`config.mk`:
```
export PLATFORM = sky130hd
export DESIGN_NAME = priority_fifo_thread_scheduler_core
export DESIGN_NICKNAME = d
export VERILOG_FILES = /design/src/rtl/core/pfts_pkg.sv /design/src/rtl/core/pfts_ttab.sv /design/src/rtl/core/priority_fifo_thread_scheduler_core.sv
export SDC_FILE = /design/constraint.sdc
export NUM_CORES = 1
export LEC_CHECK = 0
export BUFFER_PORTS_ARGS = -buffer_cell sky130_fd_sc_hd__buf_2
export CAP_MARGIN = 20
export CELL_PAD_IN_SITES_DETAIL_PLACEMENT = 1
export CELL_PAD_IN_SITES_GLOBAL_PLACEMENT = 1
export CORE_MARGIN = 2
export CORE_UTILIZATION = 58
export DETAILED_ROUTE_END_ITERATION = 8
export MAX_ROUTING_LAYER = met4
export PLACE_DENSITY_LB_ADDON = 0.1
export SYNTH_ARGS = -nofsm -noshare
export SYNTH_HDL_FRONTEND = slang
export SYNTH_HIERARCHICAL = 1
export SYNTH_SLANG_ARGS = --single-unit
```
`constraint.sdc`:
```
create_clock -name clk -period 7.78 [get_ports clk]
set_input_delay 0.778 -clock clk [delete_from_list [all_inputs] [get_ports clk]]
set_output_delay 0.778 -clock clk [all_outputs]
set_load 0.1 [all_outputs]
```
`src/rtl/core/pfts_pkg.sv`:
```
// types and constants shared by the thread scheduler modules
`timescale 1ns / 1ps
`default_nettype none
package pfts_pkg;

    // command codes
    typedef enum logic [2:0] {
        CMD_START    = 3'd0,
        CMD_RESUME   = 3'd1,
        CMD_URESUME  = 3'd2,
        CMD_SUSPEND  = 3'd3,
        CMD_KILL     = 3'd4,
        CMD_YIELD    = 3'd5,
        CMD_SETPRIO  = 3'd6,
        CMD_RESCHED  = 3'd7
    } cmd_t;

    // per-slot thread state
    typedef enum logic [1:0] {
        TS_FREE = 2'd0,
        TS_RUN  = 2'd1,
        TS_SUSP = 2'd2,
        TS_DEAD = 2'd3
    } tstate_t;

    // result status codes
    typedef enum logic [1:0] {
        RS_DONE  = 2'd0,
        RS_FULL  = 2'd1,
        RS_NOCHG = 2'd2
    } rstat_t;

    localparam int LVL_W     = 6;
    localparam int MAIN_SLOT = 0;
    localparam int MAIN_PRIO = 5;
    localparam int IN_W      = 16;
    localparam int OUT_W     = 16;

    // per-slot attributes held in the thread table
    typedef struct packed {
        tstate_t            st;
        logic [LVL_W-1:0]   lvl;
        logic               usr;
        logic               dmn;
    } attr_t;

    // sequencer states
    typedef enum logic [3:0] {
        SQ_IDLE,
        SQ_DISPATCH,
        SQ_SCAN_RD,
        SQ_SCAN_CHK,
        SQ_ATTR_RD,
        SQ_DECIDE,
        SQ_UL_INIT,
        SQ_UL_CHK,
        SQ_UL_NXT,
        SQ_AFTER_UL,
        SQ_SET_LVL,
        SQ_AP_RD,
        SQ_AP_DO,
        SQ_Y_NEXT,
        SQ_PICK,
        SQ_FINISH
    } seq_t;

endpackage
`default_nettype wire

```
`src/rtl/core/pfts_ttab.sv`:
```
// thread table: per-slot attribute memory with valid bits and queue link memory
`timescale 1ns / 1ps
`default_nettype none
module pfts_ttab
    import pfts_pkg::*;
#(
    parameter int THREAD_SLOTS = 32,
    parameter int MAIN_LVL     = 5,
    parameter int SW           = 5
)(
    input  wire logic          clk,
    input  wire logic          rst_n,
    input  wire logic          a_we,
    input  wire logic [SW-1:0] a_waddr,
    input  wire attr_t         a_wdata,
    input  wire logic [SW-1:0] a_raddr,
    output attr_t              a_rdata,
    input  wire logic          n_we,
    input  wire logic [SW-1:0] n_waddr,
    input  wire logic [SW-1:0] n_wdata,
    input  wire logic [SW-1:0] n_raddr,
    output logic [SW-1:0]      n_rdata
);

    attr_t             attr_mem [THREAD_SLOTS];
    logic [SW-1:0]     next_mem [THREAD_SLOTS];
    logic [THREAD_SLOTS-1:0] vld_reg;
    attr_t             attr_q;
    logic              vld_q;
    logic [SW-1:0]     raddr_q;
    attr_t             rst_attr;

    // attribute memory
    always_ff @(posedge clk)
    begin
        if (a_we)
        begin
            attr_mem[a_waddr] <= a_wdata;
        end
        attr_q  <= attr_mem[a_raddr];
        raddr_q <= a_raddr;
    end

    // valid bits, cleared at reset
    always_ff @(posedge clk or negedge rst_n)
    begin
        if (!rst_n)
        begin
            vld_reg <= '0;
            vld_q   <= 1'b0;
        end
        else
        begin
            if (a_we)
            begin
                vld_reg[a_waddr] <= 1'b1;
            end
            vld_q <= vld_reg[a_raddr];
        end
    end

    // link memory, undefined until written
    always_ff @(posedge clk)
    begin
        if (n_we)
        begin
            next_mem[n_waddr] <= n_wdata;
        end
        n_rdata <= next_mem[n_raddr];
    end

    // entries never written read as their reset value
    always_comb
    begin
        rst_attr.usr = 1'b0;
        rst_attr.dmn = 1'b0;
        if (raddr_q == SW'(MAIN_SLOT))
        begin
            rst_attr.st  = TS_RUN;
            rst_attr.lvl = LVL_W'(MAIN_LVL);
        end
        else
        begin
            rst_attr.st  = TS_FREE;
            rst_attr.lvl = LVL_W'(1);
        end
    end

    assign a_rdata = vld_q ? attr_q : rst_attr;

endmodule
`default_nettype wire

```
`src/rtl/core/priority_fifo_thread_scheduler_core.sv`:
```
// Sequencing: start reads and checks one slot at a time; unlink reads and steps one queue
// entry at a time; reschedule scans one priority level per cycle.
// Throughput: one command at a time; the sequencer and the one-read-port thread table
// limit it. A finished result waits in the output register while a new one is taken.
// Reset: asynchronous active low; slot 0 running at level 5, all other slots free.
`timescale 1ns / 1ps
`default_nettype none
module priority_fifo_thread_scheduler_core
    import pfts_pkg::*;
#(
    parameter int THREAD_SLOTS    = 32,
    parameter int PRIORITY_LEVELS = 10
)(
    input  wire logic             clk,
    input  wire logic             rst_n,
    input  wire logic             s_tvalid,
    output logic                  s_tready,
    // command[2:0], slot[7:3], priority_req[11:8], is_daemon[12], zero pad
    input  wire logic [IN_W-1:0]  s_tdata,
    output logic                  m_tvalid,
    input  wire logic             m_tready,
    // status[1:0], assigned_slot[6:2], running_slot[11:7], switched[12],
    // resched_pending[13], idle[14], all_done[15]
    output logic [OUT_W-1:0]      m_tdata
);

    localparam int SW       = $clog2(THREAD_SLOTS);
    localparam int CW       = $clog2(THREAD_SLOTS + 1);
    localparam int QW       = (PRIORITY_LEVELS > 1) ? $clog2(PRIORITY_LEVELS) : 1;
    localparam int MAIN_LVL = (MAIN_PRIO < PRIORITY_LEVELS) ? MAIN_PRIO : PRIORITY_LEVELS;

    seq_t              state_reg, state_next;
    cmd_t              cmd_reg, cmd_next;
    logic [SW-1:0]     s_reg, s_next;
    logic              sok_reg, sok_next;
    logic [LVL_W-1:0]  prio_reg, prio_next;
    logic              dmn_reg, dmn_next;
    logic [CW-1:0]     idx_reg, idx_next;
    attr_t             attr_reg, attr_next;
    logic [SW-1:0]     p_reg, p_next;
    logic [SW-1:0]     prev_reg, prev_next;
    logic              hasp_reg, hasp_next;
    logic              found_reg, found_next;
    logic [CW-1:0]     steps_reg, steps_next;
    logic [QW-1:0]     lidx_reg, lidx_next;
    logic [SW-1:0]     cur_reg, cur_next;
    logic              pend_reg, pend_next;
    logic [CW-1:0]     alive_reg, alive_next;
    logic [CW-1:0]     dcnt_reg, dcnt_next;
    logic [SW-1:0]     qhead_reg [PRIORITY_LEVELS];
    logic [SW-1:0]     qhead_next [PRIORITY_LEVELS];
    logic [SW-1:0]     qtail_reg [PRIORITY_LEVELS];
    logic [SW-1:0]     qtail_next [PRIORITY_LEVELS];
    logic [PRIORITY_LEVELS-1:0] qocc_reg, qocc_next;
    rstat_t            rst_reg, rst_next;
    logic [SW-1:0]     asg_reg, asg_next;
    logic              sw_reg, sw_next;
    logic              idle_reg, idle_next;
    logic              done_reg, done_next;
    logic              mv_reg, mv_next;
    logic [OUT_W-1:0]  md_reg, md_next;

    // thread table ports
    logic              a_we;
    logic [SW-1:0]     a_waddr;
    attr_t             a_wdata;
    logic [SW-1:0]     a_raddr;
    attr_t             a_rdata;
    logic              n_we;
    logic [SW-1:0]     n_waddr;
    logic [SW-1:0]     n_wdata;
    logic [SW-1:0]     n_raddr;
    logic [SW-1:0]     n_rdata;

    // helpers
    logic [LVL_W-1:0]  prio_in;
    logic [8:0]        slot_w;
    logic [8:0]        asg_w;
    logic [8:0]        cur_w;
    logic [QW-1:0]     qa;
    logic [QW-1:0]     qr;
    attr_t             wa;
    logic [CW-1:0]     alive_d;
    logic [CW-1:0]     dcnt_d;
    logic              is_tail;

    pfts_ttab #(
        .THREAD_SLOTS (THREAD_SLOTS),
        .MAIN_LVL     (MAIN_LVL),
        .SW           (SW)
    ) u_ttab (
        .clk     (clk),
        .rst_n   (rst_n),
        .a_we    (a_we),
        .a_waddr (a_waddr),
        .a_wdata (a_wdata),
        .a_raddr (a_raddr),
        .a_rdata (a_rdata),
        .n_we    (n_we),
        .n_waddr (n_waddr),
        .n_wdata (n_wdata),
        .n_raddr (n_raddr),
        .n_rdata (n_rdata)
    );

    // input field decode and priority clamp
    assign slot_w = 9'(s_tdata[7:3]);
    always_comb
    begin
        prio_in = LVL_W'(s_tdata[11:8]);
        if (prio_in == '0)
        begin
            prio_in = LVL_W'(1);
        end
        else if (prio_in > LVL_W'(PRIORITY_LEVELS))
        begin
            prio_in = LVL_W'(PRIORITY_LEVELS);
        end
    end

    assign qa       = QW'(attr_reg.lvl - LVL_W'(1));
    assign qr       = QW'(a_rdata.lvl - LVL_W'(1));
    assign asg_w    = 9'(asg_reg);
    assign cur_w    = 9'(cur_reg);
    assign is_tail  = (p_reg == qtail_reg[qa]);
    assign alive_d  = (alive_reg != '0) ? alive_reg - CW'(1) : alive_reg;
    assign dcnt_d   = (a_rdata.dmn && dcnt_reg != '0) ? dcnt_reg - CW'(1) : dcnt_reg;
    assign s_tready = (state_reg == SQ_IDLE);
    assign m_tvalid = mv_reg;
    assign m_tdata  = md_reg;

    // sequencer: next state and datapath
    always_comb
    begin
        state_next = state_reg;
        cmd_next   = cmd_reg;
        s_next     = s_reg;
        sok_next   = sok_reg;
        prio_next  = prio_reg;
        dmn_next   = dmn_reg;
        idx_next   = idx_reg;
        attr_next  = attr_reg;
        p_next     = p_reg;
        prev_next  = prev_reg;
        hasp_next  = hasp_reg;
        found_next = found_reg;
        steps_next = steps_reg;
        lidx_next  = lidx_reg;
        cur_next   = cur_reg;
        pend_next  = pend_reg;
        alive_next = alive_reg;
        dcnt_next  = dcnt_reg;
        qhead_next = qhead_reg;
        qtail_next = qtail_reg;
        qocc_next  = qocc_reg;
        rst_next   = rst_reg;
        asg_next   = asg_reg;
        sw_next    = sw_reg;
        idle_next  = idle_reg;
        done_next  = done_reg;
        mv_next    = mv_reg;
        md_next    = md_reg;
        a_we       = 1'b0;
        a_waddr    = s_reg;
        a_wdata    = attr_reg;
        a_raddr    = s_reg;
        n_we       = 1'b0;
        n_waddr    = p_reg;
        n_wdata    = s_reg;
        n_raddr    = p_reg;
        wa         = a_rdata;

        // output register drains independently
        if (mv_reg && m_tready)
        begin
            mv_next = 1'b0;
        end

        unique case (state_reg)
            SQ_IDLE:
            begin
                if (s_tvalid)
                begin
                    cmd_next   = cmd_t'(s_tdata[2:0]);
                    s_next     = slot_w[SW-1:0];
                    sok_next   = (slot_w < 9'(THREAD_SLOTS));
                    prio_next  = prio_in;
                    dmn_next   = s_tdata[12];
                    state_next = SQ_DISPATCH;
                end
            end

            SQ_DISPATCH:
            begin
                rst_next  = RS_NOCHG;
                asg_next  = '0;
                sw_next   = 1'b0;
                idle_next = 1'b0;
                done_next = 1'b0;
                unique case (cmd_reg)
                    CMD_START:
                    begin
                        idx_next   = '0;
                        state_next = SQ_SCAN_RD;
                    end
                    CMD_RESCHED:
                    begin
                        pend_next  = 1'b0;
                        rst_next   = RS_DONE;
                        lidx_next  = QW'(PRIORITY_LEVELS - 1);
                        state_next = SQ_PICK;
                    end
                    CMD_YIELD:
                    begin
                        state_next = SQ_ATTR_RD;
                    end
                    default:
                    begin
                        state_next = sok_reg ? SQ_ATTR_RD : SQ_FINISH;
                    end
                endcase
            end

            // lowest free slot search
            SQ_SCAN_RD:
            begin
                a_raddr    = idx_reg[SW-1:0];
                state_next = SQ_SCAN_CHK;
            end

            SQ_SCAN_CHK:
            begin
                if (a_rdata.st == TS_FREE)
                begin
                    wa.st      = TS_RUN;
                    wa.lvl     = prio_reg;
                    wa.usr     = 1'b0;
                    wa.dmn     = dmn_reg;
                    a_we       = 1'b1;
                    a_waddr    = idx_reg[SW-1:0];
                    a_wdata    = wa;
                    attr_next  = wa;
                    s_next     = idx_reg[SW-1:0];
                    asg_next   = idx_reg[SW-1:0];
                    alive_next = alive_reg + CW'(1);
                    dcnt_next  = dmn_reg ? dcnt_reg + CW'(1) : dcnt_reg;
                    rst_next   = RS_DONE;
                    state_next = SQ_AP_RD;
                end
                else if (idx_reg == CW'(THREAD_SLOTS - 1))
                begin
                    rst_next   = RS_FULL;
                    state_next = SQ_FINISH;
                end
                else
                begin
                    idx_next   = idx_reg + CW'(1);
                    state_next = SQ_SCAN_RD;
                end
            end

            SQ_ATTR_RD:
            begin
                a_raddr    = (cmd_reg == CMD_YIELD) ? cur_reg : s_reg;
                state_next = SQ_DECIDE;
            end

            // per-command checks on the slot attributes
            SQ_DECIDE:
            begin
                attr_next  = a_rdata;
                state_next = SQ_FINISH;
                unique case (cmd_reg)
                    CMD_RESUME, CMD_URESUME:
                    begin
                        if (cmd_reg == CMD_URESUME && a_rdata.usr)
                        begin
                            wa.usr   = 1'b0;
                            rst_next = RS_DONE;
                            a_we     = 1'b1;
                        end
                        if ((cmd_reg == CMD_RESUME || a_rdata.usr) && a_rdata.st == TS_SUSP)
                        begin
                            wa.st      = TS_RUN;
                            rst_next   = RS_DONE;
                            a_we       = 1'b1;
                            state_next = SQ_AP_RD;
                        end
                        a_wdata   = wa;
                        attr_next = wa;
                    end
                    CMD_SUSPEND:
                    begin
                        if (a_rdata.st == TS_RUN)
                        begin
                            wa.st      = TS_SUSP;
                            wa.usr     = 1'b1;
                            a_we       = 1'b1;
                            a_wdata    = wa;
                            attr_next  = wa;
                            rst_next   = RS_DONE;
                            state_next = SQ_UL_INIT;
                        end
                    end
                    CMD_KILL:
                    begin
                        if (a_rdata.st == TS_RUN || a_rdata.st == TS_SUSP)
                        begin
                            wa.st      = (s_reg == SW'(MAIN_SLOT)) ? TS_DEAD : TS_FREE;
                            wa.usr     = 1'b0;
                            wa.dmn     = 1'b0;
                            a_we       = 1'b1;
                            a_wdata    = wa;
                            attr_next  = wa;
                            alive_next = alive_d;
                            dcnt_next  = dcnt_d;
                            done_next  = (alive_d == dcnt_d);
                            pend_next  = 1'b1;
                            rst_next   = RS_DONE;
                            if (a_rdata.st == TS_RUN)
                            begin
                                state_next = SQ_UL_INIT;
                            end
                        end
                    end
                    CMD_YIELD:
                    begin
                        if (a_rdata.st == TS_RUN && qocc_reg[qr] && qhead_reg[qr] == cur_reg
                            && qtail_reg[qr] != cur_reg)
                        begin
                            n_raddr    = cur_reg;
                            state_next = SQ_Y_NEXT;
                        end
                    end
                    CMD_SETPRIO:
                    begin
                        if (a_rdata.st == TS_SUSP)
                        begin
                            wa.lvl    = prio_reg;
                            a_we      = 1'b1;
                            a_wdata   = wa;
                            attr_next = wa;
                            rst_next  = RS_DONE;
                        end
                        else if (a_rdata.st == TS_RUN)
                        begin
                            rst_next   = RS_DONE;
                            state_next = SQ_UL_INIT;
                        end
                    end
                    default:
                    begin
                        state_next = SQ_FINISH;
                    end
                endcase
            end

            // queue unlink walk
            SQ_UL_INIT:
            begin
                if (qocc_reg[qa])
                begin
                    p_next     = qhead_reg[qa];
                    hasp_next  = 1'b0;
                    steps_next = '0;
                    state_next = SQ_UL_CHK;
                end
                else
                begin
                    state_next = SQ_AFTER_UL;
                end
            end

            SQ_UL_CHK:
            begin
                n_raddr = p_reg;
                priority if (CW'(p_reg) >= CW'(THREAD_SLOTS))
                begin
                    state_next = SQ_AFTER_UL;
                end
                else if (p_reg == s_reg)
                begin
                    if (is_tail)
                    begin
                        if (hasp_reg)
                        begin
                            qtail_next[qa] = prev_reg;
                        end
                        else
                        begin
                            qocc_next[qa] = 1'b0;
                        end
                        state_next = SQ_AFTER_UL;
                    end
                    else
                    begin
                        found_next = 1'b1;
                        state_next = SQ_UL_NXT;
                    end
                end
                else if (is_tail)
                begin
                    state_next = SQ_AFTER_UL;
                end
                else
                begin
                    found_next = 1'b0;
                    state_next = SQ_UL_NXT;
                end
            end

            SQ_UL_NXT:
            begin
                if (found_reg)
                begin
                    if (hasp_reg)
                    begin
                        n_we    = 1'b1;
                        n_waddr = prev_reg;
                        n_wdata = n_rdata;
                    end
                    else
                    begin
                        qhead_next[qa] = n_rdata;
                    end
                    state_next = SQ_AFTER_UL;
                end
                else
                begin
                    prev_next  = p_reg;
                    hasp_next  = 1'b1;
                    p_next     = n_rdata;
                    steps_next = steps_reg + CW'(1);
                    state_next = (steps_reg == CW'(THREAD_SLOTS - 1)) ? SQ_AFTER_UL : SQ_UL_CHK;
                end
            end

            SQ_AFTER_UL:
            begin
                state_next = SQ_FINISH;
                if (cmd_reg == CMD_SETPRIO)
                begin
                    state_next = SQ_SET_LVL;
                end
                else if (cmd_reg == CMD_SUSPEND && s_reg == cur_reg)
                begin
                    pend_next  = 1'b0;
                    lidx_next  = QW'(PRIORITY_LEVELS - 1);
                    state_next = SQ_PICK;
                end
            end

            SQ_SET_LVL:
            begin
                wa         = attr_reg;
                wa.lvl     = prio_reg;
                a_we       = 1'b1;
                a_wdata    = wa;
                attr_next  = wa;
                state_next = SQ_AP_RD;
            end

            // append at queue tail; current level read for the preempt check
            SQ_AP_RD:
            begin
                a_raddr    = cur_reg;
                state_next = SQ_AP_DO;
            end

            SQ_AP_DO:
            begin
                if (!qocc_reg[qa])
                begin
                    qhead_next[qa] = s_reg;
                    qtail_next[qa] = s_reg;
                    qocc_next[qa]  = 1'b1;
                    if (attr_reg.lvl > a_rdata.lvl)
                    begin
                        pend_next = 1'b1;
                    end
                end
                else
                begin
                    n_we           = 1'b1;
                    n_waddr        = qtail_reg[qa];
                    n_wdata        = s_reg;
                    qtail_next[qa] = s_reg;
                end
                state_next = SQ_FINISH;
            end

            // yield: rotate head to tail
            SQ_Y_NEXT:
            begin
                qhead_next[qa] = n_rdata;
                n_we           = 1'b1;
                n_waddr        = qtail_reg[qa];
                n_wdata        = cur_reg;
                qtail_next[qa] = cur_reg;
                pend_next      = 1'b1;
                rst_next       = RS_DONE;
                state_next     = SQ_FINISH;
            end

            // highest non-empty level, one level per cycle
            SQ_PICK:
            begin
                if (qocc_reg[lidx_reg])
                begin
                    if (qhead_reg[lidx_reg] != cur_reg)
                    begin
                        cur_next = qhead_reg[lidx_reg];
                        sw_next  = 1'b1;
                    end
                    state_next = SQ_FINISH;
                end
                else if (lidx_reg == '0)
                begin
                    idle_next  = 1'b1;
                    state_next = SQ_FINISH;
                end
                else
                begin
                    lidx_next = lidx_reg - QW'(1);
                end
            end

            SQ_FINISH:
            begin
                if (!mv_reg || m_tready)
                begin
                    mv_next    = 1'b1;
                    md_next    = {done_reg, idle_reg, pend_reg, sw_reg, cur_w[4:0],
                                  asg_w[4:0], rst_reg};
                    state_next = SQ_IDLE;
                end
            end

            default:
            begin
                state_next = SQ_IDLE;
            end
        endcase
    end

    // control and queue registers
    always_ff @(posedge clk or negedge rst_n)
    begin
        if (!rst_n)
        begin
            state_reg <= SQ_IDLE;
            cur_reg   <= SW'(MAIN_SLOT);
            pend_reg  <= 1'b0;
            alive_reg <= CW'(1);
            dcnt_reg  <= '0;
            qocc_reg  <= PRIORITY_LEVELS'(1) << (MAIN_LVL - 1);
            for (int i = 0; i < PRIORITY_LEVELS; i++)
            begin
                qhead_reg[i] <= SW'(MAIN_SLOT);
                qtail_reg[i] <= SW'(MAIN_SLOT);
            end
            mv_reg    <= 1'b0;
        end
        else
        begin
            state_reg <= state_next;
            cur_reg   <= cur_next;
            pend_reg  <= pend_next;
            alive_reg <= alive_next;
            dcnt_reg  <= dcnt_next;
            qocc_reg  <= qocc_next;
            qhead_reg <= qhead_next;
            qtail_reg <= qtail_next;
            mv_reg    <= mv_next;
        end
    end

    // payload and working registers
    always_ff @(posedge clk)
    begin
        cmd_reg   <= cmd_next;
        s_reg     <= s_next;
        sok_reg   <= sok_next;
        prio_reg  <= prio_next;
        dmn_reg   <= dmn_next;
        idx_reg   <= idx_next;
        attr_reg  <= attr_next;
        p_reg     <= p_next;
        prev_reg  <= prev_next;
        hasp_reg  <= hasp_next;
        found_reg <= found_next;
        steps_reg <= steps_next;
        lidx_reg  <= lidx_next;
        rst_reg   <= rst_next;
        asg_reg   <= asg_next;
        sw_reg    <= sw_next;
        idle_reg  <= idle_next;
        done_reg  <= done_next;
        md_reg    <= md_next;
    end

    // daemon threads are a subset of living threads
    a_dcnt_le_alive: assert property (@(posedge clk) disable iff (!rst_n)
        dcnt_reg <= alive_reg)
        else $error("daemon count exceeds alive count");

    // living threads never exceed the slot pool
    a_alive_bound: assert property (@(posedge clk) disable iff (!rst_n)
        alive_reg <= CW'(THREAD_SLOTS))
        else $error("alive count exceeds slot count");

    // current thread always names a real slot
    a_cur_range: assert property (@(posedge clk) disable iff (!rst_n)
        CW'(cur_reg) < CW'(THREAD_SLOTS))
        else $error("current thread out of range");

    // a finished command presents its result next cycle once the output register is free
    a_finish_out: assert property (@(posedge clk) disable iff (!rst_n)
        (state_reg == SQ_FINISH && (!mv_reg || m_tready)) |=> (mv_reg && state_reg == SQ_IDLE))
        else $error("result not presented after finish");

endmodule
`default_nettype wire

```
# After elaboration in Yosys (flattened, before gate mapping)
# Memory sizes are Yosys's and may differ from the RTL's. A register that Yosys moved wholly into a read port is not among the register bits.
# Index checks and enable logic that the tools add are counted.
[totals] reg_bits=251 latchBits=0 ram_bits=480 rom_bits=0 in_bits=20 output_inout_bits=18 wordCells=397 memories=2
[mem_list] memory="u_ttab.attr_mem" words=32 width=10 rd=1 rd_clocked_by_memory_dff=1 write_ports=1 line_no="pfts_ttab.sv:25" rtl="attr_t attr_mem [THREAD_SLOTS];"
[mem_list] memory="u_ttab.next_mem" words=32 width=5 rd=1 rd_clocked_by_memory_dff=1 write_ports=1 line_no="pfts_ttab.sv:26" rtl="logic [SW-1:0] next_mem [THREAD_SLOTS];"
[classes] n_addsub=9 mul=0 div_mod_pow=0 n_lt_le_gt_ge=14 n_eq_ne=65 n_shift=0 n_mux=182 bitwise=10 n_reduce_logical=62
[op_table] cell="50-bit 2-to-1 mux" count=6
[op_table] cell="50-bit case mux with 3 select lines" count=2
[op_table] cell="50-bit bitwise mux" count=5
[op_table] cell="5-bit 2-to-1 mux" count=26
[op_table] cell="10-bit 2-to-1 mux" count=11
[op_table] cell="5-bit binary-select mux with 4-bit select" count=5
[op_table] cell="6-bit 2-to-1 mux" count=14
[op_table] cell="10-bit case mux with 4 select lines" count=2
[op_table] cell="4-bit 2-to-1 mux" count=19
[op_table] cell="10-bit case mux with 3 select lines" count=2
[op_table] cell="4-bit case mux with 15 select lines" count=1
[op_table] cell="2-bit != test (second input constant)" count=26
[op_table] cell="6-bit case mux with 2 select lines" count=4
[op_table] cell="1-bit 2-to-1 mux" count=43
[op_table] cell="5-bit case mux with 2 select lines" count=4
[op_table] cell="4-bit == test (second input constant)" count=8
[op_table] cell="32-bit bitwise OR" count=1
[op_table] cell="5-bit case mux with 3 select lines" count=2
[op_table] cell="6-bit by 1-bit adder with 6-bit output (second input constant)" count=4
[op_table] cell="4-bit case mux with 3 select lines" count=2
[op_table] cell="2-bit 2-to-1 mux" count=11
[op_table] cell="5-bit demux with 4-bit select" count=1
[op_table] cell="5-bit == test" count=4
[op_table] cell="10-bit case mux with 2 select lines" count=1
[op_table] cell="62 further kinds" count=138

# Depth between registers and ports, before layout
[depth] ltp_word=14 mapped_depth=19 depth_no_buf=14

# Modules after synthesis
# The synthesis kept the hierarchy.
[by_module_without_submodules] mod="pfts_ttab" instances=1 cells_per_inst=1131 area_per_inst_um2=20594.8 seq_area_each_um2=15640.0
[by_module_without_submodules] mod="priority_fifo_thread_scheduler_core" instances=1 cells_per_inst=1248 area_per_inst_um2=13684.4 seq_area_each_um2=5642.9

# Worst setup path before layout
# No wires, ideal clock.
[synth_path] kind="register to register" start="reg u_ttab.vld_q" end="reg u_ttab.n_rdata[0] (read register of u_ttab.next_mem)" setup_time_ns=0.121 t_arrival_ns=4.760 required_ns=7.659 slack_ns=2.900 path_stages_with_launch=19 path_buffers=4 synth_period_minus_slack_ns=4.880 path_cell_list="dfrtp_1 -> clkbuf_1 -> and2_1 -> inv_1 -> ha_1 -> inv_2 -> buf_6 -> mux4_2 -> a221oi_2 -> xnor2_1 -> nor4_2 -> nand3_1 -> nor3_4 -> mux2_4 -> clkbuf_1 -> buf_4 -> mux4_2 -> mux4_2 -> mux2_2"
[synth_rtl] item="start, declared" line_no="pfts_ttab.sv:29" rtl="logic vld_q;"
[synth_rtl] item="start signal, assigned" line_no="pfts_ttab.sv:58" rtl="vld_q <= vld_reg[a_raddr];"
[synth_rtl] item="end, declared" line_no="pfts_ttab.sv:22" rtl="output logic [SW-1:0] n_rdata"

==> metrics.txt <==
cell area after layout 0.03823 mm^2; Ys Warns 6; detailed-route via count 22020; post-route minimum period 6.428 ns; Initial DRT Pass Iterations 8; root buf cell clkbuf_16; vias per cell 6.762; CP Class flip-flop to flip-flop; Max Cap Viol 0; DP Area 0.03517 mm^2; initial antenna violation count 1; EDFF count, synth around 560; largest net degree at the start of global routing 82; Global Route Usage Sum 0.3274; postcts setup bufs 0; Reg2Reg Setup Slack 1.35 ns; 1st-iter DRT viols around 2100; num rows between 80 and 90; crit path to u_ttab/n_rdata[4]; placed cells 3088; Initial Util 0.5841; WL per Instance 29.57 um; die boundary height about 250 um; worst vdd ir 0.2614 mV; Synth Cell Area about 0.034 mm^2; clk_lat worst skew 0.66 ns; share of cells above drive strength 1 0.1672; Multi-input gate area 0.01228 mm^2; total CTS buffers 79; DRC viols 0; Bufs on Longest Clock Path 3; crit path DAT 6.96 ns; CTS clk-pin slew, worst paths approximately 0.060 ns; setup TNS 0 ns; core area 0.05869 mm^2; Reg2Reg Launch Point u_ttab/vld_q; Final ANT Viol Nets 0; Placer Congestion 0.9444; capturing point of the worst reg2reg path u_ttab/n_rdata[4]; gr ovfl total 0; top_reg_cell synth edfxtp_1; Clock Sinks between 700 and 800; fmax 155.6 MHz; Fillers 5271; Detailed Route WL just under 100000 um; status finished clean; Seq/Total Area, Yosys 0.6209; register area 0.02128 mm^2; final net count 2463; vias in the first global route 23080; Tcrit/Tclk final 0.8263; global-route wire length before repair 144600 um; hpwl dp 60980 um; CP endpoint kind flip-flop; critical path startpoint category flip-flop; final hold violation count 0; Syn Nets 2425; die area 0.06106 mm^2; area grow syn2layout 11.53%; Pleak between 10 and 15 nW; Placement Setup Slack 1.462 ns; PortBufs 34; registers with the most flip-flops u_ttab/attr_mem: 320 flops, u_ttab/next_mem: 160 flops; Final Max Slew Viols 0; CTS resizes 0; Synth cell types 86; number of cells in the finished layout apart from fillers 3256; final worst setup slack between 1 and 1.5 ns; crit path max fanout 40; commonest non-fill, non-tap cell in the layout edfxtp_1; clock skew 0.03979 ns; RSZ-0062 raised after global routing false; Setup violations, final 0; R2R cell count 15; worst setup path startpoint u_ttab/vld_q; main area contributors after synthesis edfxtp_1, dfrtp_1, mux2i_1; Worst Hold Class primary input to asynchronous set/reset pin; Post-Synthesis Cells 2379; Async SR Flop Fraction 0.2234; H-tree depth 3; CTS tree done; Biggest register u_ttab/attr_mem; PD cells 402.8 mW/mm^2; Hold Buf Count CTS 0; CP required 8.31 ns; cell taking the most area after synthesis edfxtp_1; post-synth top area share 0.4879; FF+latch count, synth 743; boundary pin count 38; Post-Syn Area per Cell 14.41 um^2; commonest non-fill, non-tap cells in the layout edfxtp_1, mux2i_1, dfrtp_1; Worst Max-Slew Pin Slew 1.144 ns; Die Wd 247.1 um; fin util 0.6515; Largest register FFs 320; Slew headroom 0.2342
stage by stage:
step           hold slack (ns)  power [mW]
2_1_floorplan           0.4003       9.444
3_3_place_gp            0.4032       10.95
3_5_place_dp            0.4056       11.22
4_1_cts                0.09039       15.19
5_1_grt                 0.1172       15.98
6_report               0.09306       15.40
where the power goes:
part | switching (mW) | internal [mW] | leakage, nW
registers | 0.515 | 5.28 | 7.39
logic | 3.65 | 2.03 | 5.35
clock network | 1.65 | 2.27 | 1.31
worst max-delay path: stages (launching register included):
cell and delay [ns]:
dfrtp_1 0.52, and2_1 0.43, inv_1 0.14, ha_1 0.26
xor2_2 0.60, buf_4 0.29, mux4_2 0.32, a221oi_1 0.36
xnor2_1 0.12, nor4_2 0.24, nand3_1 0.19, nor3_4 0.49
mux2_4 0.82, mux4_2 0.64, mux4_2 0.55, mux2_2 0.32
cells by family after synthesis:
| kind of cell | share of synthesized area |
|---|---|
| AOI/OAI and AO/OA | 0.07975 |
| xor gates and xnor gates | 0.01376 |
| adders and majority gates | 0.009490 |
| buffers and inverters | 0.02237 |
| DFF | 0.6209 |
| muxes | 0.1670 |
| and+or+nand+nor | 0.08673 |
how the worst min path moves through the flow:
stage / startpoint / depth (start not counted) / to / slack (ns)
floorplan: sw_reg / 0 / m_tdata[12] / 0.40
global placement: asg_reg[2] / 0 / m_tdata[4] / 0.40
detailed placement: asg_reg[0] / 0 / m_tdata[2] / 0.41
CTS: rst_n / 1 / m_tvalid / 0.09
global route: rst_n / 1 / alive_reg[2] / 0.12
finish: rst_n / 1 / alive_reg[2] / 0.09
area by class of cell:
cell class | instances | area share
clock inverters | 34 | 0.01348
well taps | 773 | 0.02530
clock buffers | 112 | 0.05734
inverters | 42 | 0.004124
multi-input cells | 1459 | 0.3213
repair buffers | 92 | 0.02173
flip-flops and latches | 743 | 0.5567
diodes | 1 | 0.00006546
synth_stat cells, types with 33 or more instances:
cell type / n
nand4_1: 34
nor3_1: 44
edfxtp_1: 557
o21ai_0: 60
mux4_2: 102
nand2_1: 146
mux2_2: 41
dfrtp_1: 164
mux2i_1: 230
nand3_1: 50
xnor2_1: 34
inv_1: 40
nor2_1: 151
buf_2: 33
clkbuf_1: 78
mux2_1: 43
o2bb2ai_1: 38
a21oi_1: 59
a22oi_1: 55
metal layers:
| layer | GRT usage | part of all wire |
|---|---|---|
| met3 | 0.04602 | 0.069 |
| met5 | - | 0 |
| met4 | 0.1129 | 0.031 |
| met1 | 0.4278 | 0.40 |
| met2 | 0.5304 | 0.50 |
No activity file was read; power rests on OpenSTA's default activity.
